[config.mk]
export PLATFORM = sky130hd
export DESIGN_NAME = tidtec_div
export DESIGN_NICKNAME = d
export VERILOG_FILES = /design/src/design/tidtec_pkg.sv /design/src/design/tidtec_div.sv
export SDC_FILE = /design/constraint.sdc
export NUM_CORES = 1
export LEC_CHECK = 0
export BUFFER_PORTS_ARGS = -buffer_cell sky130_fd_sc_hd__buf_2
export CORE_MARGIN = 2
export CORE_UTILIZATION = 35
export CTS_CLUSTER_SIZE = 14
export DETAILED_ROUTE_END_ITERATION = 7
export HOLD_SLACK_MARGIN = 0.02
export MAX_ROUTING_LAYER = met4
export PLACE_DENSITY = 0.63
export SETUP_SLACK_MARGIN = 0.1
export SLEW_MARGIN = 20
export SYNTH_ARGS = -nofsm -noshare
export SYNTH_HDL_FRONTEND = slang
export SYNTH_SLANG_ARGS = --single-unit
[constraint.sdc]
create_clock -name aclk -period 2.85 [get_ports aclk]
set_input_delay 0.57 -clock aclk [delete_from_list [all_inputs] [get_ports aclk]]
set_output_delay 0.57 -clock aclk [all_outputs]
set_load 0.05 [all_outputs]
[src/design/tidtec_pkg.sv]
// Shared types, constants and tables of the ionospheric disturbance screen evaluator.
package tidtec_pkg;

    localparam int MAX_COMPONENTS = 16;
    localparam int PHASE_BITS     = 24;
    localparam int CIDX_W         = $clog2(MAX_COMPONENTS);
    localparam int CNT_W          = $clog2(MAX_COMPONENTS + 1);

    localparam int EARTH_RADIUS_KM  = 6365;
    localparam int SECONDS_PER_HOUR = 3600;

    localparam int ENTRY_W = 160;
    localparam int IN_W    = 232;
    localparam int OUT_W   = 48;
    localparam int CFG_W   = 40;

    localparam logic [33:0] PI_Q32  = 34'd13493037705;
    localparam logic [30:0] Q30_ONE = 31'd1073741824;

    localparam logic signed [63:0] OUT_MAX = 64'sd140737488355327;
    localparam logic signed [63:0] OUT_MIN = -64'sd140737488355328;

    localparam logic [5:0] THETA_DIV = 6'd45;
    // Reciprocals of 45: exact quotients for 32-bit dividends (shift 38) and 13-bit ones (shift 19).
    localparam logic [32:0] THETA_RCP      = 33'd6108397933;
    localparam logic [13:0] THETA_FRAC_RCP = 14'd11651;

    localparam logic [1:0] CFG_TEC0   = 2'd0;
    localparam logic [1:0] CFG_HEIGHT = 2'd1;
    localparam logic [1:0] CFG_TIME   = 2'd2;
    localparam logic [1:0] CFG_COUNT  = 2'd3;

    localparam logic ACT_LOAD = 1'b0;
    localparam logic ACT_EVAL = 1'b1;

    localparam logic [6:0] COS_DIV [5] = '{7'd90, 7'd56, 7'd30, 7'd12, 7'd2};
    localparam logic [6:0] SIN_DIV [5] = '{7'd110, 7'd72, 7'd42, 7'd20, 7'd6};

    localparam logic [30:0] COS_RCP [5] = '{
        31'(64'd2147483648 / 64'd90), 31'(64'd2147483648 / 64'd56),
        31'(64'd2147483648 / 64'd30), 31'(64'd2147483648 / 64'd12),
        31'(64'd2147483648 / 64'd2)};
    localparam logic [30:0] SIN_RCP [5] = '{
        31'(64'd2147483648 / 64'd110), 31'(64'd2147483648 / 64'd72),
        31'(64'd2147483648 / 64'd42), 31'(64'd2147483648 / 64'd20),
        31'(64'd2147483648 / 64'd6)};

    typedef enum logic [4:0] {
        ST_IDLE,
        ST_LD_K, ST_LD_KW, ST_LD_V, ST_LD_VW, ST_LD_T, ST_LD_TW, ST_LD_SC, ST_LD_SCW,
        ST_EV_P, ST_EV_P2, ST_EV_RD, ST_EV_KV, ST_EV_KT0, ST_EV_KT1, ST_EV_KT2,
        ST_EV_DP, ST_EV_KX0, ST_EV_KX1, ST_EV_PH, ST_EV_CGO, ST_EV_CW,
        ST_EV_AMP, ST_EV_MAG, ST_EV_MLO, ST_EV_MHI, ST_EV_ACC, ST_EV_DONE
    } tidtec_state_t;

    typedef enum logic [2:0] {
        SC_IDLE, SC_X, SC_Z, SC_MUL, SC_RCP, SC_FIX, SC_SIN, SC_OUT
    } sc_state_t;

endpackage

[src/design/tidtec_div.sv]
// Radix-2 restoring divider, 64-bit dividend by 32-bit divisor, one quotient bit per cycle.
module tidtec_div import tidtec_pkg::*; (
    input  logic        aclk,
    input  logic        aresetn,
    input  logic        start,
    input  logic [63:0] dividend,
    input  logic [31:0] divisor,
    output logic [63:0] quotient,
    output logic        done
);

    logic [63:0] quo_reg;
    logic [31:0] rem_reg;
    logic [31:0] dvs_reg;
    logic [6:0]  cnt_reg;
    logic        busy_reg;
    logic        done_reg;
    logic [32:0] rem_sh;
    logic        fits;

    assign rem_sh = {rem_reg, quo_reg[63]};
    assign fits   = rem_sh >= {1'b0, dvs_reg};

    always_ff @(posedge aclk) begin
        if (!aresetn) begin
            busy_reg <= 1'b0;
            done_reg <= 1'b0;
            cnt_reg  <= '0;
        end else begin
            done_reg <= 1'b0;
            if (start) begin
                busy_reg <= 1'b1;
                cnt_reg  <= 7'd64;
            end else if (busy_reg) begin
                cnt_reg <= cnt_reg - 7'd1;
                if (cnt_reg == 7'd1) begin
                    busy_reg <= 1'b0;
                    done_reg <= 1'b1;
                end
            end
        end
    end

    always_ff @(posedge aclk) begin
        if (start) begin
            quo_reg <= dividend;
            rem_reg <= '0;
            dvs_reg <= divisor;
        end else if (busy_reg) begin
            if (fits) begin
                rem_reg <= 32'(rem_sh - {1'b0, dvs_reg});
            end else begin
                rem_reg <= rem_sh[31:0];
            end
            quo_reg <= {quo_reg[62:0], fits};
        end
    end

    assign quotient = quo_reg;
    assign done     = done_reg;

endmodule

==> out/results.ini <==
[critical_path]
crit_path_end_kind=flip-flop
cp.arrival_ns=2.93
worstSetupStartpointType=flip-flop
crit_type=reg2reg
critPathMaxFanout=7
crit_required_ns=3.02
worstRegToRegCells=13

[sta]
tns_ns=0
timing.final.crit_share=0.968
tightest_slew_ns=0.607
holdWs_ns=0.316
rsz0062_at_grt=yes
slew_viol_final=0
fmax_mhz=362
maxSlewHeadroom=0.595
hold_viol=0
finalSetupViolCount=0
skew_ns=0.00889
post-route-min-period_ns=2.76

[floorplanning]
core-area_sq_um=20400
start_util=0.359
rows=52
die-width_um=149
die_y_um=149
io_pins=164
die_area_sq_um=22100

[place]
finalWeightedCongestion=0.895
place_area_sq_um=8600
port_buffers=163
dp_hpwl_mm=13.6

[power]
p_leak_uw=0.00396
p_per_area_nw_per_um2=681
finalPower_uw=6530
p_seq_frac=0.376
power.net_switching_uw=2060
ir_drop_mv=0.428
p_clk_frac=0.371
swShare=0.316
p_comb_frac=0.253
intPower_uw=4470

[route]
ant_nets=0
drtIter0Drc=346
drtPass1Iterations=5
drc=0
num_vias=5838
drt-total-wl_mm=19.1
route.detailed.wl_per_inst_um=16.8
viasPerCell=5.13

[cells_and_area]
final_common_cell=buf_2
fin_area_sq_um=9590
drive_gt1_frac=0.396
largest_reg_flops=64
fillCellCount=1934
nNetsFinal=985
final_cell_mix=buf_2 (162), edfxtp_1 (96), mux2_2 (64), nor2_1 (64), a21oi_1 (46)
area_growth_pct=30.7

[logic_synthesis]
ys_seq_area_frac=0.505
synth_cell_types=59
yosysWarningCount=0
synth_flop_cell=edfxtp_1
ys_seq_elements=137
ys_async_sr_fraction=0
synth-edff-count=96
synth_nets=807
syn_area_sq_um=7340
postSynthCellCount=673
synth_area_per_cell_sq_um=10.9

[global_routing]
grt_pass1_wl_mm=29.7
overflow=0
grt_pass1_vias=5740
antenna_found_initial=2
grt_max_degree=65
grt_usage=0.179

[worst_hold_path]
hold_depth=1
hp-class=in2reg

[clocking]
clock-sinks=137
cts.clk_slew.worst_paths_ns=0.06
clock-root-buffer=clkbuf_16
ctsHoldBuffers=0
clk_latency_ns=0.43
cts_tree=built
clockBufferDepth=2
cts_made_buffers=17
htreeDepth=4

[flow_run]
max_cap_viol_count=0

[outcome]
outcome=completed

## layout make-up
cell class | instances | area, sq um | share of cell area
clock inverter | 14 | 209 | 0.0218
antenna | 3 | 7.51 | 0.000783
tap | 270 | 338 | 0.0352
sequential | 137 | 3700 | 0.386
timing repair buffer | 193 | 1140 | 0.119
multi-input combinational | 461 | 3610 | 0.376
inverter | 41 | 154 | 0.0160
clock buffer | 18 | 429 | 0.0447
## per-layer routing
metal	wire [um]	track usage	vias up
met2	8720	0.271	202
met5	0	-	-
met3	1300	0.0547	36
met4	448	0.0633	0
met1	8640	0.227	2749
li1	-	-	2851
## synthesized netlist by cell type (3+ instances only)
cell type | instances | area, sq um
o31ai_1 | 3 | 22.5
a211oi_1 | 20 | 150
edfxtp_1 | 96 | 2880
a41oi_1 | 5 | 43.8
nand2_1 | 47 | 176
a311oi_1 | 6 | 52.6
nor3_1 | 7 | 35.0
nor4_1 | 4 | 25.0
nand4_1 | 7 | 43.8
inv_1 | 41 | 154
o21ai_0 | 17 | 85.1
a211o_1 | 3 | 26.3
o21a_1 | 3 | 22.5
nor2_1 | 67 | 251
clkbuf_1 | 27 | 101
and2_1 | 4 | 25.0
xor2_1 | 12 | 105
a31oi_1 | 7 | 43.8
a21o_1 | 12 | 90.1
xnor2_1 | 20 | 175
or2_2 | 4 | 25.0
a21oi_1 | 47 | 235
nand2b_1 | 5 | 31.3
ha_1 | 34 | 425
mux2_2 | 64 | 721
nor2b_1 | 7 | 43.8
dfxtp_1 | 41 | 821
mux2i_1 | 5 | 50.1
nand3_1 | 12 | 60.1
and3_1 | 6 | 37.5
buf_2 | 5 | 25.0
## critical path, cell delays in order (launching register included)
cell	delay (ns)
edfxtp_1	0.36
inv_1	0.08
ha_1	0.23
buf_4	0.16
a21oi_1	0.20
nand2_1	0.07
a31oi_1	0.24
and3_4	0.24
a211o_1	0.19
buf_6	0.12
a21oi_4	0.07
clkbuf_16	0.16
buf_4	0.13
mux2_2	0.25
## power by group through the flow
stage | Clock, uW | Combinational [uW] | Sequential (uW)
5_1_grt | 2560 | 1780 | 2480
2_1_floorplan | 0 | 784 | 2810
4_1_cts | 2480 | 1550 | 2450
3_5_place_dp | 0 | 1530 | 2490
6_report | 2420 | 1650 | 2450
3_3_place_gp | 0 | 1520 | 2490
## path summary, 6_finish.rpt
path                 endpoint   startpoint  slack, ns
hold reg to reg   rem_reg[17]  rem_reg[16]       0.49
setup / recovery  quotient[0]  dvs_reg[12]       0.09
setup reg to reg  quotient[0]  dvs_reg[12]       0.09
hold / removal    dvs_reg[31]  divisor[31]       0.32
## logic make-up (layout without fill, tap and decap cells)
logic type | after synthesis | after routing | synth area share
AO/OA/AOI/OAI | 147 | 147 | 0.138
XOR/XNOR | 32 | 32 | 0.0382
adder cells (fa/ha/maj) | 35 | 35 | 0.0607
buffers and inverters | 75 | 266 | 0.0413
flip-flops | 137 | 137 | 0.505
multiplexers | 69 | 69 | 0.105
other | 0 | 3 | 0
AND/OR/NAND/NOR | 178 | 178 | 0.112
## timing repair
item	in CTS	in global routing
setup endpoints to repair	14	32
setup buffers	1	7
gates resized for setup	7	45
pin swaps	0	25
gates cloned	0	1
## metrics by stage
step	setup slack, ns	std cells	util
after floorplan	0.0489	673	-
after global placement	0.0823	1093	0.421
after detailed placement	0.0402	1093	0.421
after CTS	0.0717	1126	0.456
after global routing	0.00571	1136	0.469
final	0.0908	1137	0.470
No activity file was read; power rests on OpenSTA's default activity.
