$ cat src/design/tidtec_pkg.sv
// Shared types, constants and tables of the ionospheric disturbance screen evaluator.
package tidtec_pkg;

    localparam int MAX_COMPONENTS = 16;
    localparam int PHASE_BITS     = 24;
    localparam int CIDX_W         = $clog2(MAX_COMPONENTS);
    localparam int CNT_W          = $clog2(MAX_COMPONENTS + 1);

    localparam int EARTH_RADIUS_KM  = 6365;
    localparam int SECONDS_PER_HOUR = 3600;

    localparam int ENTRY_W = 160;
    localparam int IN_W    = 232;
    localparam int OUT_W   = 48;
    localparam int CFG_W   = 40;

    localparam logic [33:0] PI_Q32  = 34'd13493037705;
    localparam logic [30:0] Q30_ONE = 31'd1073741824;

    localparam logic signed [63:0] OUT_MAX = 64'sd140737488355327;
    localparam logic signed [63:0] OUT_MIN = -64'sd140737488355328;

    localparam logic [5:0] THETA_DIV = 6'd45;
    // Reciprocals of 45: exact quotients for 32-bit dividends (shift 38) and 13-bit ones (shift 19).
    localparam logic [32:0] THETA_RCP      = 33'd6108397933;
    localparam logic [13:0] THETA_FRAC_RCP = 14'd11651;

    localparam logic [1:0] CFG_TEC0   = 2'd0;
    localparam logic [1:0] CFG_HEIGHT = 2'd1;
    localparam logic [1:0] CFG_TIME   = 2'd2;
    localparam logic [1:0] CFG_COUNT  = 2'd3;

    localparam logic ACT_LOAD = 1'b0;
    localparam logic ACT_EVAL = 1'b1;

    localparam logic [6:0] COS_DIV [5] = '{7'd90, 7'd56, 7'd30, 7'd12, 7'd2};
    localparam logic [6:0] SIN_DIV [5] = '{7'd110, 7'd72, 7'd42, 7'd20, 7'd6};

    localparam logic [30:0] COS_RCP [5] = '{
        31'(64'd2147483648 / 64'd90), 31'(64'd2147483648 / 64'd56),
        31'(64'd2147483648 / 64'd30), 31'(64'd2147483648 / 64'd12),
        31'(64'd2147483648 / 64'd2)};
    localparam logic [30:0] SIN_RCP [5] = '{
        31'(64'd2147483648 / 64'd110), 31'(64'd2147483648 / 64'd72),
        31'(64'd2147483648 / 64'd42), 31'(64'd2147483648 / 64'd20),
        31'(64'd2147483648 / 64'd6)};

    typedef enum logic [4:0] {
        ST_IDLE,
        ST_LD_K, ST_LD_KW, ST_LD_V, ST_LD_VW, ST_LD_T, ST_LD_TW, ST_LD_SC, ST_LD_SCW,
        ST_EV_P, ST_EV_P2, ST_EV_RD, ST_EV_KV, ST_EV_KT0, ST_EV_KT1, ST_EV_KT2,
        ST_EV_DP, ST_EV_KX0, ST_EV_KX1, ST_EV_PH, ST_EV_CGO, ST_EV_CW,
        ST_EV_AMP, ST_EV_MAG, ST_EV_MLO, ST_EV_MHI, ST_EV_ACC, ST_EV_DONE
    } tidtec_state_t;

    typedef enum logic [2:0] {
        SC_IDLE, SC_X, SC_Z, SC_MUL, SC_RCP, SC_FIX, SC_SIN, SC_OUT
    } sc_state_t;

endpackage

$ cat src/design/tidtec_sincos.sv
// Iterative sine and cosine of an angle in turns, nested Taylor steps on one multiplier.
module tidtec_sincos import tidtec_pkg::*; (
    input  logic               aclk,
    input  logic               aresetn,
    input  logic               start,
    input  logic [31:0]        angle,
    output logic signed [31:0] cos_out,
    output logic signed [31:0] sin_out,
    output logic               done
);

    sc_state_t state_reg, state_next;

    logic [67:0] prod_reg;
    logic [33:0] mul_a, mul_b;
    logic [1:0]  quad_reg;
    logic        fold_reg;
    logic [29:0] x_reg;
    logic [29:0] z_reg;
    logic [29:0] y_reg;
    logic [30:0] t_reg;
    logic [30:0] cc_reg;
    logic [2:0]  step_reg;
    logic        chain_reg;
    logic        done_reg;
    logic signed [31:0] cos_reg, sin_reg;

    logic [30:0] r_fold;
    logic [6:0]  cur_div;
    logic [30:0] cur_rcp;
    logic [29:0] q0;
    logic [36:0] q0d;
    logic [31:0] rdiff;
    logic [30:0] t_new;
    logic signed [31:0] cc_s, ss_s, c_f, s_f;

    assign r_fold  = angle[29] ? 31'(31'd1073741824 - {1'b0, angle[29:0]})
                               : {1'b0, angle[29:0]};
    assign cur_div = chain_reg ? SIN_DIV[step_reg] : COS_DIV[step_reg];
    assign cur_rcp = chain_reg ? SIN_RCP[step_reg] : COS_RCP[step_reg];
    assign q0      = prod_reg[60:31];
    assign q0d     = 37'(q0) * 37'(cur_div);
    assign rdiff   = 32'({2'b00, y_reg} - q0d[31:0]);
    assign t_new   = 31'(Q30_ONE - 31'((rdiff >= 32'(cur_div)) ? q0 + 30'd1 : q0));

    always_comb begin
        state_next = state_reg;
        case (state_reg)
            SC_IDLE: if (start) state_next = SC_X;
            SC_X:    state_next = SC_Z;
            SC_Z:    state_next = SC_MUL;
            SC_MUL:  state_next = SC_RCP;
            SC_RCP:  state_next = SC_FIX;
            SC_FIX: begin
                if (step_reg == 3'd4 && chain_reg) begin
                    state_next = SC_SIN;
                end else begin
                    state_next = SC_MUL;
                end
            end
            SC_SIN:  state_next = SC_OUT;
            SC_OUT:  state_next = SC_IDLE;
            default: state_next = SC_IDLE;
        endcase
    end

    always_comb begin
        mul_a = '0;
        mul_b = '0;
        case (state_reg)
            SC_IDLE: begin
                mul_a = {3'b000, r_fold};
                mul_b = PI_Q32;
            end
            SC_X: begin
                mul_a = {4'b0000, prod_reg[62:33]};
                mul_b = {4'b0000, prod_reg[62:33]};
            end
            SC_MUL: begin
                mul_a = {4'b0000, z_reg};
                mul_b = {3'b000, t_reg};
            end
            SC_RCP: begin
                mul_a = {4'b0000, prod_reg[59:30]};
                mul_b = {3'b000, cur_rcp};
            end
            SC_SIN: begin
                mul_a = {4'b0000, x_reg};
                mul_b = {3'b000, t_reg};
            end
            default: begin
                mul_a = '0;
                mul_b = '0;
            end
        endcase
    end

    always_ff @(posedge aclk) begin
        if (!aresetn) begin
            state_reg <= SC_IDLE;
            done_reg  <= 1'b0;
        end else begin
            state_reg <= state_next;
            done_reg  <= (state_reg == SC_OUT);
        end
    end

    assign cc_s = {1'b0, cc_reg};
    assign ss_s = {1'b0, prod_reg[60:30]};

    always_comb begin
        logic signed [31:0] a, b;
        a = fold_reg ? ss_s : cc_s;
        b = fold_reg ? cc_s : ss_s;
        case (quad_reg)
            2'd0: begin c_f = a;  s_f = b;  end
            2'd1: begin c_f = -b; s_f = a;  end
            2'd2: begin c_f = -a; s_f = -b; end
            default: begin c_f = b; s_f = -a; end
        endcase
    end

    always_ff @(posedge aclk) begin
        prod_reg <= mul_a * mul_b;
        case (state_reg)
            SC_IDLE: begin
                quad_reg <= angle[31:30];
                fold_reg <= angle[29];
            end
            SC_X: x_reg <= prod_reg[62:33];
            SC_Z: begin
                z_reg     <= prod_reg[59:30];
                t_reg     <= Q30_ONE;
                step_reg  <= '0;
                chain_reg <= 1'b0;
            end
            SC_RCP: y_reg <= prod_reg[59:30];
            SC_FIX: begin
                if (step_reg == 3'd4) begin
                    if (!chain_reg) begin
                        cc_reg    <= t_new;
                        t_reg     <= Q30_ONE;
                        chain_reg <= 1'b1;
                        step_reg  <= '0;
                    end else begin
                        t_reg <= t_new;
                    end
                end else begin
                    t_reg    <= t_new;
                    step_reg <= step_reg + 3'd1;
                end
            end
            SC_OUT: begin
                cos_reg <= c_f;
                sin_reg <= s_f;
            end
            default: ;
        endcase
    end

    assign cos_out = cos_reg;
    assign sin_out = sin_reg;
    assign done    = done_reg;

endmodule

$ cat config.mk
export PLATFORM = sky130hd
export DESIGN_NAME = tidtec_sincos
export DESIGN_NICKNAME = d
export VERILOG_FILES = /design/src/design/tidtec_pkg.sv /design/src/design/tidtec_sincos.sv
export SDC_FILE = /design/constraint.sdc
export NUM_CORES = 2
export LEC_CHECK = 0
export BUFFER_PORTS_ARGS = -buffer_cell sky130_fd_sc_hd__buf_2
export CAP_MARGIN = 30
export CORE_MARGIN = 1
export CORE_UTILIZATION = 50
export CTS_CLUSTER_DIAMETER = 80
export CTS_CLUSTER_SIZE = 24
export DETAILED_ROUTE_END_ITERATION = 10
export GPL_TIMING_DRIVEN = 0
export PLACE_DENSITY = 0.66
export SYNTH_ARGS = -nofsm -noshare
export SYNTH_HDL_FRONTEND = slang
export SYNTH_SLANG_ARGS = --single-unit
$ cat constraint.sdc
create_clock -name aclk -period 14.5 [get_ports aclk]
set_clock_uncertainty 0.05 [all_clocks]
set_input_delay 0 -clock aclk [delete_from_list [all_inputs] [get_ports aclk]]
set_output_delay 0 -clock aclk [all_outputs]
set_load 0.05 [all_outputs]
==> metrics.csv <==
stage;metric;value;unit
run_status;status;complete, no violations;
placement;place_congestion;1.05;
final_layout;multi_input_area;41300;um^2
floorplanning;pin_count;100;
logic_synthesis;synth_top_area_share;37.9;%
final_layout;largest_register_ffs;33;
route;detailedRoute.firstIterationViolations;5412;
sta;worstMarginPinSlew;1.31;ns
floorplanning;die_w;331;um
placement;portBuffers;99;
logic_synthesis;syn_inst;6000;
setup_path;slowest_stage;clkdlybuf4s15_1;
global_route;overflow;0;
setup_path;cp-end-kind;flip-flop;
route;num_vias;46100;
worst_hold_path;hp-class;in2reg;
setup_path;worstPathMaxFanout;10;
logic_synthesis;synthTopCellsByArea;fa_1 38%, edfxtp_1 12%, ha_1 8.3%;
setup_path;max_stage_delay;0.87;ns
setup_path;cpMostUsedCell;fa_1;
sta;fmax;0.0702;GHz
route;drc;0;
route;vias_per_cell;6.03;
global_route;grt_max_degree;46;
route;avgRoutedWirePerCell;27.8;um
logic_synthesis;ys_async_sr_fraction;0;%
route;ant_nets;0;
global_route;grt_pass1_wl;307000;um
logic_synthesis;synth_top_area_cell;fa_1;
setup_path;critPathLaunchType;flip-flop;
sta;period_minus_slack;14.25;ns
floorplanning;die-area;109000;um^2
final_layout;area_delta_synth_final;7.37;%
sta;layout_worst_path_cycle_share;98.3;%
final_layout;fin_util;54.2;%
setup_path;crit_arrival;14.71;ns
clocking;cts_tree;yes;
final_layout;finalNetCount;7638;
clocking;cts_buffer_depth;3;
placement;hpwl;175000;um
floorplanning;die_y;331;um
setup_path;path_delay_family;adder cells;
setup_path;cp_data_required_time;14.95;ns
sta;rsz0062_at_grt;no;
sta;slew_headroom;12.4;%
clocking;clock_sinks;260;
final_layout;layout-drive-gt1-share;5.34;%
floorplanning;core_area;107000;um^2
global_route;grt_antenna_before_repair;11;
clocking;clk_pin_slew_worst_paths;0.11;ns
final_layout;regArea;7440;um^2
logic_synthesis;ys_warn_count;0;
sta;final_hold_viol_count;0;
logic_synthesis;yosys.cell_types.count;95;
run;drv_cap;0;
logic_synthesis;synth.avg_cell_area;9.01;um^2
sta;hold_ws;0.0772;ns
sta;report.final.slew_viol_count;0;
setup_path;path_buf_inv;8;
logic_synthesis;ys.flop_type;edfxtp_1;
final_layout;fillers;9976;
logic_synthesis;synth_edf_count;223;
clocking;ctsHtreeMaxLevel;1;
route;wirelength;213000;um
floorplanning;row_count;120;
global_route;grt_pass1_vias;45900;
clocking;cts_root_buffer;clkbuf_16;
global_route;track_usage;39.2;%
clocking;numCtsBuffers;18;
logic_synthesis;syn_area;54000;um^2
clocking;clock_latency;0.58;ns
logic_synthesis;ys_seq_area_share;13.8;%
logic_synthesis;synth_seq_cells;260;
sta;setup_viol;0;
floorplanning;start_util;50.5;%
setup_path;critPathKind;reg2reg;
route;firstDrtPassIters;8;
## area by class of cell
class | count | share of cell area, %
Clock inverter | 9 | 0.272
Antenna cell | 11 | 0.0474
Sequential cell | 260 | 12.8
Multi-Input combinational cell | 4295 | 71.1
Buffer | 331 | 2.21
Inverter | 1143 | 7.39
Timing Repair Buffer | 174 | 2.30
Tap cell | 1403 | 3.03
Clock buffer | 23 | 0.826
## logic make-up after synthesis
family                     Yosys count  share of synthesized area [%]
buffers and inverters             1474                           10.3
AOI/OAI and AO/OA                  708                           8.78
adders and majority gates         1380                           46.2
other                                2                         0.0139
and+or+nand+nor                   1900                           15.7
muxes                              134                           2.90
DFF                                260                           13.8
xor gates and xnor gates           142                           2.42
## layout by cell type (no fill, tap or decap), types with 19 or more instances in the layout
master / count
fa_1: 1023
o211ai_1: 19
xnor2_1: 74
a221oi_1: 31
nand4_1: 28
dfxtp_1: 37
ha_1: 357
nand3_1: 64
buf_4: 20
a22oi_1: 21
nand2_1: 793
clkbuf_1: 297
buf_6: 19
buf_1: 24
or3_1: 21
nor3_1: 64
buf_8: 20
a211oi_1: 35
a21oi_1: 187
conb_1: 31
a31oi_1: 33
nor2_1: 573
edfxtp_1: 223
nor2b_1: 67
buf_2: 115
o21ai_0: 121
nand2b_1: 27
xor2_1: 63
mux2i_1: 79
a21o_1: 44
inv_1: 1139
and2_1: 132
and3_1: 31
mux2_2: 41
## per-stage QoR
step	setup WS, ns	setup TNS [ns]	cell area, um^2	std cells
2_1_floorplan	3.76	0	54100	6029
3_3_place_gp	-3.13	-68.80	56400	7531
3_5_place_dp	0.385	0	57200	7591
4_1_cts	0.332	0	57900	7628
5_1_grt	0.0332	0	58000	7639
6_report	0.246	0	58000	7649
## per-layer routing
layer,vias up,routed length (um),global-route usage (%),share of wire [%]
met5,-,26,0,0.012
met2,2970,89000,56.8,42
met1,23200,85200,54.9,40
met3,602,25300,9.47,12
met4,4,13300,19.8,6.2
li1,19300,-,-,-
## path summary, 6_finish.rpt
check	startpoint	cells after the start	slack [ns]	endpoint
min reg2reg	prod_reg[60]	0	0.38	x_reg[27]
min	angle[28]	5	0.08	prod_reg[62]
max reg2reg	state_reg[1]	34	0.25	prod_reg[60]
max	state_reg[1]	34	0.25	prod_reg[60]
## cells in the mapped netlist (14+ instances only)
master / count
inv_1: 1139
fa_1: 1023
nand2_1: 793
nor2_1: 573
ha_1: 357
clkbuf_1: 295
edfxtp_1: 223
a21oi_1: 187
and2_1: 132
o21ai_0: 122
mux2i_1: 79
xnor2_1: 74
nor3_1: 70
nor2b_1: 67
nand3_1: 64
xor2_1: 63
a21o_1: 44
mux2_2: 41
a211oi_1: 38
dfxtp_1: 37
a221oi_1: 33
a31oi_1: 33
and3_1: 32
nand4_1: 28
nand2b_1: 27
buf_1: 26
a22oi_1: 22
or3_1: 21
o211ai_1: 19
a22o_1: 18
o31ai_1: 18
or2_2: 18
o22ai_1: 16
a221o_1: 15
o21bai_1: 15
mux4_2: 14
o21a_1: 14
or4_1: 14
## worst register-to-register path, delay by kind of cell (launching register included)
family / cells / cell delay, ns
buffers and inverters: 8 / 3.88
XOR/XNOR: 1 / 0.16
adder cells (fa/ha/maj): 9 / 4.29
flip-flops: 1 / 0.32
AND/OR/NAND/NOR: 5 / 1.44
AO/OA/AOI/OAI: 11 / 4.07
## repair_timing
| action | CTS | global route |
|---|---|---|
| setup buffers | 0 | 0 |
| hold buffers | 5 | 0 |
| setup endpoints to repair | 0 | 4 |
| resized for setup | 0 | 4 |
| endpoints found under the hold margin | 7 | 0 |
Power is left out: the tool's default activity adds up to more than one toggle a clock period on the data nets, which glitch-free logic cannot reach.
