[src/design/tidtec_ram.sv]
// Generic single-port-write, single-port-read RAM with a registered read.
module tidtec_ram #(
    parameter int WIDTH = 32,
    parameter int DEPTH = 16
) (
    input  logic                     aclk,
    input  logic                     wr_en,
    input  logic [$clog2(DEPTH)-1:0] wr_addr,
    input  logic [WIDTH-1:0]         wr_data,
    input  logic                     rd_en,
    input  logic [$clog2(DEPTH)-1:0] rd_addr,
    output logic [WIDTH-1:0]         rd_data
);

    logic [WIDTH-1:0] mem [DEPTH];
    logic [WIDTH-1:0] rd_data_reg;

    always_ff @(posedge aclk) begin
        if (wr_en) begin
            mem[wr_addr] <= wr_data;
        end
        if (rd_en) begin
            rd_data_reg <= mem[rd_addr];
        end
    end

    assign rd_data = rd_data_reg;

endmodule

[config.mk]
export PLATFORM = sky130hd
export DESIGN_NAME = tidtec_ram
export DESIGN_NICKNAME = d
export VERILOG_FILES = /design/src/design/tidtec_ram.sv
export SDC_FILE = /design/constraint.sdc
export NUM_CORES = 1
export LEC_CHECK = 0
export BUFFER_PORTS_ARGS = -buffer_cell sky130_fd_sc_hd__buf_4
export CORE_ASPECT_RATIO = 1.25
export CORE_MARGIN = 5
export CORE_UTILIZATION = 30
export CTS_CLUSTER_DIAMETER = 50
export DETAILED_ROUTE_END_ITERATION = 10
export PLACE_DENSITY = 0.43
export RECOVER_POWER = 50
export SLEW_MARGIN = 20
export SYNTH_ARGS = -nofsm -noshare
export SYNTH_HDL_FRONTEND = slang
export SYNTH_SLANG_ARGS = --single-unit
[constraint.sdc]
create_clock -name aclk -period 4.2 [get_ports aclk]
set_input_delay 0.63 -clock aclk [delete_from_list [all_inputs] [get_ports aclk]]
set_output_delay 0.63 -clock aclk [all_outputs]
set_load 0.03 [all_outputs]
==> results of run 1 <==
worst paths after layout:
kind,startpoint,end,slack [ns]
worst max register to register,mem[3][30],rd_data[30],2.71
worst max-delay path,rd_en,rd_data[9],1.46
worst min register to register,mem[15][6],rd_data[6],0.75
worst min-delay path,wr_data[15],mem[0][15],0.54
worst register-to-register path: stages, from the launching register on:
cell and delay, ns:
edfxtp_1 0.35, mux4_2 0.47, a22oi_1 0.21, nand2_1 0.17
Yosys cell counts (all sizes together):
library cell  instances
a22oi                64
and2                  1
buf                  26
clkbuf               17
edfxtp              544
mux4                128
nand2                33
nand2b                2
nand3                 1
nand3b                2
nor2                 13
nor2b                 2
nor3                  4
or3b                  1
cell families (layout without fill, tap and decap cells):
group | after synthesis | in the layout | synth area share [%]
multiplexers | 128 | 128 | 14.29
buffers and inverters | 43 | 205 | 1.104
AND/OR/NAND/NOR | 59 | 59 | 1.253
flip-flops | 544 | 544 | 80.97
AO/OA/AOI/OAI | 64 | 64 | 2.382
power by group through the flow:
stage               Sequential, mW  Combinational (mW)  Clock (mW)
finish                        6.15               0.603        4.38
global route                  6.16               0.653        4.72
CTS                           6.15               0.639        4.52
detailed placement            6.27               0.638           0
global placement              6.27               0.634           0
floorplan                     6.31               0.292           0
per-layer routing:
layer | global-route usage [%] | part of all wire (%) | vias to the layer above
met1 | 18.29 | 44 | 5004
met5 | 0 | 0.037 | -
li1 | - | - | 3851
met2 | 22.27 | 49 | 221
met3 | 2.569 | 4.7 | 59
met4 | 3.099 | 1.7 | 4
stage by stage:
| stage | power [mW] | worst slack (ns) | utilization (%) | cells |
|---|---|---|---|---|
| after global placement | 6.900 | 1.473 | 33.04 | 1775 |
| after global routing | 11.54 | 1.311 | 35.15 | 1864 |
| after CTS | 11.32 | 2.113 | 35.36 | 1864 |
| final | 11.14 | 1.456 | 35.15 | 1864 |
| after detailed placement | 6.906 | 1.474 | 33.04 | 1775 |
| after floorplan | 6.604 | 0.3904 | - | 838 |
final cells by class:
cell class,instances,area [sq um]
repair buffers,116,787.0
fillers,6230,43350
clock buffers,68,1425
flip-flops and latches,544,16340
multi-input cells,251,3742
clock inverters,21,123.9
well taps,864,1081
==> flow_summary.yaml, run 1 <==
timing:
  max-slew-margin-rel_pct: -110.5
  finalCritPeriodShare_pct: 65.34
  min_period_ns: 2.744
  holdWs_ns: 0.5393
  drv_slew: 33
  worst_pin_slew_ns: 3.158
  hold_viol_final: 0
  fmax_mhz: 364.4
  fin_skew_ns: 0.01420
  tns_ns: 0
  grt_setup_unrepaired: "no"
  setup_viol: 0
cts:
  cts_setup_buffers: 0
  cts.sinks: 544
  cts_tree: "done"
  clockBufferDepth: 3
  postCtsHoldBufs: 0
  clock_latency_ns: 0.59
  cts_buffers: 54
  cts_root_buffer: "clkbuf_16"
  htreeDepth: 2
  cts-resized-gates: 0
  cts.clk_slew.worst_paths_ns: 0.06
worst_hold_path:
  min_path_cells: 1
  hp-class: "in2reg"
logic_synthesis:
  synth_nets: 881
  synth.avg_cell_area_sq_um: 24.07
  ys_warn_count: 0
  synth_seq_cells: 544
  synth.distinct_cells: 17
  synth_top_area_share_pct: 80.97
  synthTopCellsByArea: "edfxtp_1, mux4_2, a22oi_1"
  yosysSeqAreaShare_pct: 80.97
  synth_top_cell_by_area: "edfxtp_1"
  syn_area_sq_mm: 0.02017
  post_synth_inst_count: 838
layout:
  drive_gt1_share_pct: 29.00
  antenna_cells: 0
  largest_register_ff_count: 512
  mostFrequentLayoutCells: "edfxtp_1, mux4_2, buf_4"
  design_area_sq_mm: 0.02350
  fin_nets: 1010
  areaGrowthSynthToFinish_pct: 16.46
  final_common_cell: "edfxtp_1"
power:
  p_switching_mw: 2.354
  pwr-share-clk_pct: 39.3
  p_int_mw: 8.782
  swShare_pct: 21.14
  leakage_nw: 7.284
  power_frac_comb_pct: 5.4
  vdd_ir_drop_max_uv: 272.2
  seqPwrFrac_pct: 55.3
  p_per_area_mw_per_mm2: 474.0
drt:
  drt-vias-per-instance: 4.903
  vias: 9139
  drc_errors: 0
  first_pass_iters: 5
  drt_wl_total_mm: 49.21
  drtIter0Drc: 658
  antenna_left: 0
  wire_per_inst_um: 26.40
floorplan:
  die_h_um: 299.9
  start_util_pct: 30.18
  coreArea_sq_mm: 0.06684
  die_area_sq_mm: 0.07257
  die_x_um: 241.9
  num_rows: 106
  ioPinCount: 75
global_routing:
  first_global_vias: 9864
  grt_pass1_wl_mm: 70.79
  grt_usage_pct: 13.34
  grt_overflow: 0
  antenna_found_initial: 2
  grt_max_degree: 51
placed_design:
  place_area_sq_mm: 0.02208
  gp_routability_congestion: 0.6664
  port_buffers: 74
  dpl.hpwl_mm: 25.87
setup_path:
  worstSetupPathDepth: 1
  criticalPathCategory: "in2reg"
  cp_max_fo: 32
  cp_cell_sequence: "clkbuf_1"
  cp-end-kind: "flop"
  cp.arrival_ns: 2.86
  crit_required_ns: 4.32
  cp_top_family: "buffers and inverters"
  max_stage_delay_ns: 2.18
  cp_slowest_cell: "clkbuf_1"
  ff2ff_path_depth: 3
  crit_path_start_kind: "primary input"
  cp.buffers_inverters: 1
outcome:
  violations: "capacitance limit, slew limit"
  status: "finished with violations"
run:
  drv_cap: 1
(Power assumes the default switching activity.)
==> run 2: changes to the inputs <==
==> constraint.sdc (replaced) <==
create_clock -name aclk -period 2.6 [get_ports aclk]
set_input_delay 0.39 -clock aclk [delete_from_list [all_inputs] [get_ports aclk]]
set_output_delay 0.39 -clock aclk [all_outputs]
set_load 0.03 [all_outputs]
==> run 2 against run 1 <==
  * The run still ends with capacitance limit, slew limit left
  * Via count is 1.3% lower
  * Setup slack worse by 0.79 ns
  * Clock power is 66% higher
  * Largest power group unchanged
  * Combinational power is 67% higher
  * Non-clock buffer count is 1 lower
  * Critical path type unchanged
  * Final cell count is 0.11% higher
  * Global-route usage is 0.082 points higher
  * Power is 64% higher
  * Core utilization is 0.60 points higher
  * Die area stayed put
  * Critical path depth is 3 higher
==> flow_summary.yaml, run 2 (synthesis results as in run 1) <==
outcome:
  status: "finished with violations"
  violations: "capacitance limit, slew limit"
layout:
  drive_gt1_share_pct: 30.04
  antenna_cells: 0
  largest_register_ff_count: 512
  fin_nets: 1007
  fin_util_pct: 35.75
  final_common_cell: "edfxtp_1"
  areaGrowthSynthToFinish_pct: 18.46
  mostFrequentLayoutCells: "edfxtp_1, mux4_2, a22oi_1"
  design_area_sq_mm: 0.02390
cts:
  cts.sinks: 544
  clock_latency_ns: 0.57
  cts_root_buffer: "clkbuf_16"
  cts.clk_slew.worst_paths_ns: 0.06
  postCtsHoldBufs: 0
  htreeDepth: 2
  cts_buffers: 52
  cts-resized-gates: 0
  cts_setup_buffers: 0
  cts_tree: "done"
  clockBufferDepth: 3
setup_path:
  cp_cell_sequence: "buf_4 > nand3_1 > nor2_4 > clkbuf_2"
  cp-startpoint: "wr_en"
  cp_max_fo: 32
  crit_required_ns: 2.76
  r2r_start: "mem[8][16]"
  crit_path_start_kind: "primary input"
  cp-end-kind: "flop"
  max_stage_delay_ns: 1.08
  cp.buffers_inverters: 2
  cp_top_family: "buffers and inverters"
  cp_slowest_cell: "clkbuf_2"
  criticalPathCategory: "in2reg"
  cp.arrival_ns: 2.10
power:
  pwr-share-clk_pct: 39.9
  finalPower_mw: 18.22
  p_per_area_mw_per_mm2: 762.3
  p_int_mw: 14.41
  p_switching_mw: 3.804
  swShare_pct: 20.88
  leakage_nw: 7.424
  power_frac_comb_pct: 5.6
  vdd_ir_drop_max_uv: 455.2
  seqPwrFrac_pct: 54.6
placed_design:
  dpl.hpwl_mm: 24.92
  place_area_sq_mm: 0.02242
  port_buffers: 74
  gp_routability_congestion: 0.6665
  pre_cts_slack_ns: 0.4334
drt:
  drt_wl_total_mm: 49.19
  drtIter0Drc: 621
  drc_errors: 0
  antenna_left: 0
  wire_per_inst_um: 26.36
  drt-vias-per-instance: 4.832
  first_pass_iters: 4
  vias: 9017
worst_hold_path:
  min-delay-start: "wr_data[13]"
  hp-class: "in2reg"
timing:
  finalCritPeriodShare_pct: 74.50
  min_period_ns: 1.937
  grt_setup_unrepaired: "no"
  drv_slew: 33
  max-slew-margin-rel_pct: -4.880
  finalWorstSetupSlack_ns: 0.6630
  worst_pin_slew_ns: 1.573
  fin_skew_ns: 0.008752
  setup_viol: 0
  holdWs_ns: 0.3080
  fmax_mhz: 516.3
  hold_viol_final: 0
floorplan:
  die_x_um: 241.9
  num_rows: 106
  die_h_um: 299.9
  ioPinCount: 75
  coreArea_sq_mm: 0.06684
  start_util_pct: 30.18
  die_area_sq_mm: 0.07257
global_routing:
  first_global_vias: 9884
  grt_usage_pct: 13.42
  grt_pass1_wl_mm: 71.17
  grt_max_degree: 43
  grt_overflow: 0
  antenna_found_initial: 1
run:
  drv_cap: 1
run 2: worst register-to-register path: cells and delay by family (launching register included):
family | cells | cell delay [ns]
AOI/OAI and AO/OA | 1 | 0.30
DFF | 1 | 0.37
muxes | 1 | 0.45
and+or+nand+nor | 1 | 0.12
run 2: final cells by class:
| class | instances | area [sq um] |
|---|---|---|
| Timing Repair Buffer | 115 | 1086 |
| Clock buffer | 63 | 1364 |
| Fill cell | 6219 | 42950 |
| Clock inverter | 29 | 256.5 |
| Multi-Input combinational cell | 251 | 3775 |
| Sequential cell | 544 | 16340 |
| Tap cell | 864 | 1081 |
run 2: stage by stage:
step                setup TNS [ns]  instances
global placement                 0       1774
global route                     0       1866
CTS                              0       1866
detailed placement               0       1774
finish                           0       1866
floorplan                   -9.411        838
run 2: path summary, 6_finish.rpt:
path	endpoint	cells past startpoint	slack, ns
worst max-delay path	mem[15][31]	4	0.66
worst max register to register	rd_data[16]	3	1.09
worst min register to register	rd_data[31]	3	0.75
worst min-delay path	mem[6][13]	1	0.31
run 2: per-layer routing:
metal  track usage [%]  vias to the layer above  wire length [um]  part of all wire (%)
li1                  -                     3856                 -                     -
met4             2.854                        2               758                   1.5
met2             23.48                      171             25340                    52
met3             1.974                       54              1929                   3.9
met5                 0                        -                 7                 0.014
met1             17.99                     4934             21160                    43
run 2: power groups by stage:
stage	Sequential, mW	Combinational, mW	Clock [mW]
after global routing	9.95	1.10	7.83
after global placement	10.1	1.07	0
after CTS	9.94	1.08	7.49
final	9.94	1.01	7.26
after detailed placement	10.1	1.07	0
after floorplan	10.2	0.472	0
==> run 3: changes to the inputs <==
==> constraint.sdc (replaced) <==
create_clock -name aclk -period 1.95 [get_ports aclk]
set_input_delay 0.2925 -clock aclk [delete_from_list [all_inputs] [get_ports aclk]]
set_output_delay 0.2925 -clock aclk [all_outputs]
set_load 0.03 [all_outputs]
==> run 3 against run 2 <==
  * Via count up 2.1%
  * Critical path depth unchanged
  * Sequential cell count stayed put
  * Wire length decreased by 1.6%
  * Clock skew rose by 0.0053 ns
  * Power grew 35%
  * Largest cell class unchanged
  * The run now ends clean
  * First-iteration DRC count grew 18%
  * Final cell count increased by 2.7%
  * Clock power is 37% higher
  * Clock-buffer cell count is 9 higher
==> flow_summary.yaml, run 3 (synthesis results as in run 1) <==
setup_path:
  cp_cell_sequence: "clkbuf_1 > nand3b_1 > nor3_4 > clkbuf_2"
  cp_max_fo: 32
  criticalPathCategory: "in2reg"
  cp.arrival_ns: 1.87
  cp-end-kind: "flop"
  max_stage_delay_ns: 1.05
  crit_path_start_kind: "primary input"
  crit_required_ns: 2.13
  cp_slowest_cell: "clkbuf_2"
timing:
  finalWorstSetupSlack_ns: 0.2614
  tns_ns: 0
  hold_viol_final: 0
  max-slew-margin-rel_pct: 5.690
  setup_viol: 0
  holdWs_ns: 0.2876
  finalCritPeriodShare_pct: 86.60
  fmax_mhz: 592.2
  grt_setup_unrepaired: "no"
  worst_pin_slew_ns: 1.415
  fin_skew_ns: 0.01405
  min_period_ns: 1.689
  drv_slew: 0
placed_design:
  dpl.hpwl_mm: 25.82
  place_area_sq_mm: 0.02264
  port_buffers: 74
  pre_cts_slack_ns: -0.04226
  gp_routability_congestion: 0.6661
  dp_cells: 1789
floorplan:
  die_area_sq_mm: 0.07257
  num_rows: 106
  ioPinCount: 75
  start_util_pct: 30.18
  die_x_um: 241.9
  coreArea_sq_mm: 0.06684
  die_h_um: 299.9
cts:
  cts.sinks: 544
  htreeDepth: 2
  cts_buffers: 53
  cts_root_buffer: "clkbuf_16"
  clock_latency_ns: 0.59
  cts_tree: "done"
  clockBufferDepth: 3
  cts.clk_slew.worst_paths_ns: 0.06
  cts-resized-gates: 0
  cts_setup_buffers: 0
layout:
  drive_gt1_share_pct: 30.10
  seqCellArea_sq_mm: 0.01634
  multiInputGateArea_sq_mm: 0.003777
  areaGrowthSynthToFinish_pct: 21.30
  num-fill-cells: 6112
  mostFrequentLayoutCells: "edfxtp_1, mux4_2, a22oi_1"
  stdcell_count: 1916
  fin_nets: 1053
  fin_util_pct: 36.61
  design_area_sq_mm: 0.02447
  largest_register_ff_count: 512
  final_common_cell: "edfxtp_1"
global_routing:
  grt_pass1_wl_mm: 70.90
  grt_max_degree: 39
  first_global_vias: 10010
  antenna_found_initial: 2
  grt_usage_pct: 13.27
  grt_overflow: 0
drt:
  first_pass_iters: 5
  vias: 9207
  drt-vias-per-instance: 4.805
  drtIter0Drc: 731
  drt_wl_total_mm: 48.41
  wire_per_inst_um: 25.27
  antenna_left: 0
  drc_errors: 0
outcome:
  status: "finished, final reports clean"
run:
  drv_cap: 0
power:
  finalPower_mw: 24.64
  p_per_area_mw_per_mm2: 1007
  leakage_nw: 7.683
  vdd_ir_drop_max_uv: 559.7
worst_hold_path:
  hp-class: "in2reg"
run 3: changes by cell type in the layout (fill, tap and decap cells not counted), sizes merged:
cell,delta
buf,+14
clkbuf,+10
clkinv,-4
clkinvlp,-2
diode,+2
dlygate4sd3,+30
run 3: worst max-delay path, delay by kind of cell:
kind,cells,cell delay [ns]
simple gates,2,0.38
buf+inv,2,1.16
run 3: metal layers:
layer,global-route usage (%),part of all wire (%)
met1,18.34,45
met2,22.13,49
met3,2.312,4.2
met4,3.180,1.8
met5,0,0
run 3: worst paths after layout:
path | start | to | slack [ns] | cells past startpoint
worst min register to register | mem[4][11] | rd_data[11] | 0.74 | 3
worst max-delay path | wr_addr[2] | mem[8][31] | 0.26 | 4
worst min-delay path | rd_addr[1] | rd_data[6] | 0.29 | 4
worst max register to register | mem[8][12] | rd_data[12] | 0.47 | 3
run 3: final cells by class:
class / instances / share of cell area (%)
diodes: 2 / 0.02045
clock buffers: 72 / 5.885
clock inverters: 23 / 0.9203
multi-input cells: 251 / 15.44
flip-flops and latches: 544 / 66.76
well taps: 864 / 4.418
repair buffers: 160 / 6.565
run 3: report_power, final:
part	leakage [nW]	internal [mW]	switching (mW)
combinational	1.92	0.614	0.829
sequential	4.94	13.2	0.0785
clock	0.817	5.70	4.25
total	7.68	19.5	5.15
run 3: timing repair:
item | 4_1_cts | 5_1_grt
setup endpoints to repair | 0 | 0
hold endpoints to repair | 466 | 0
hold buffers | 30 | 0
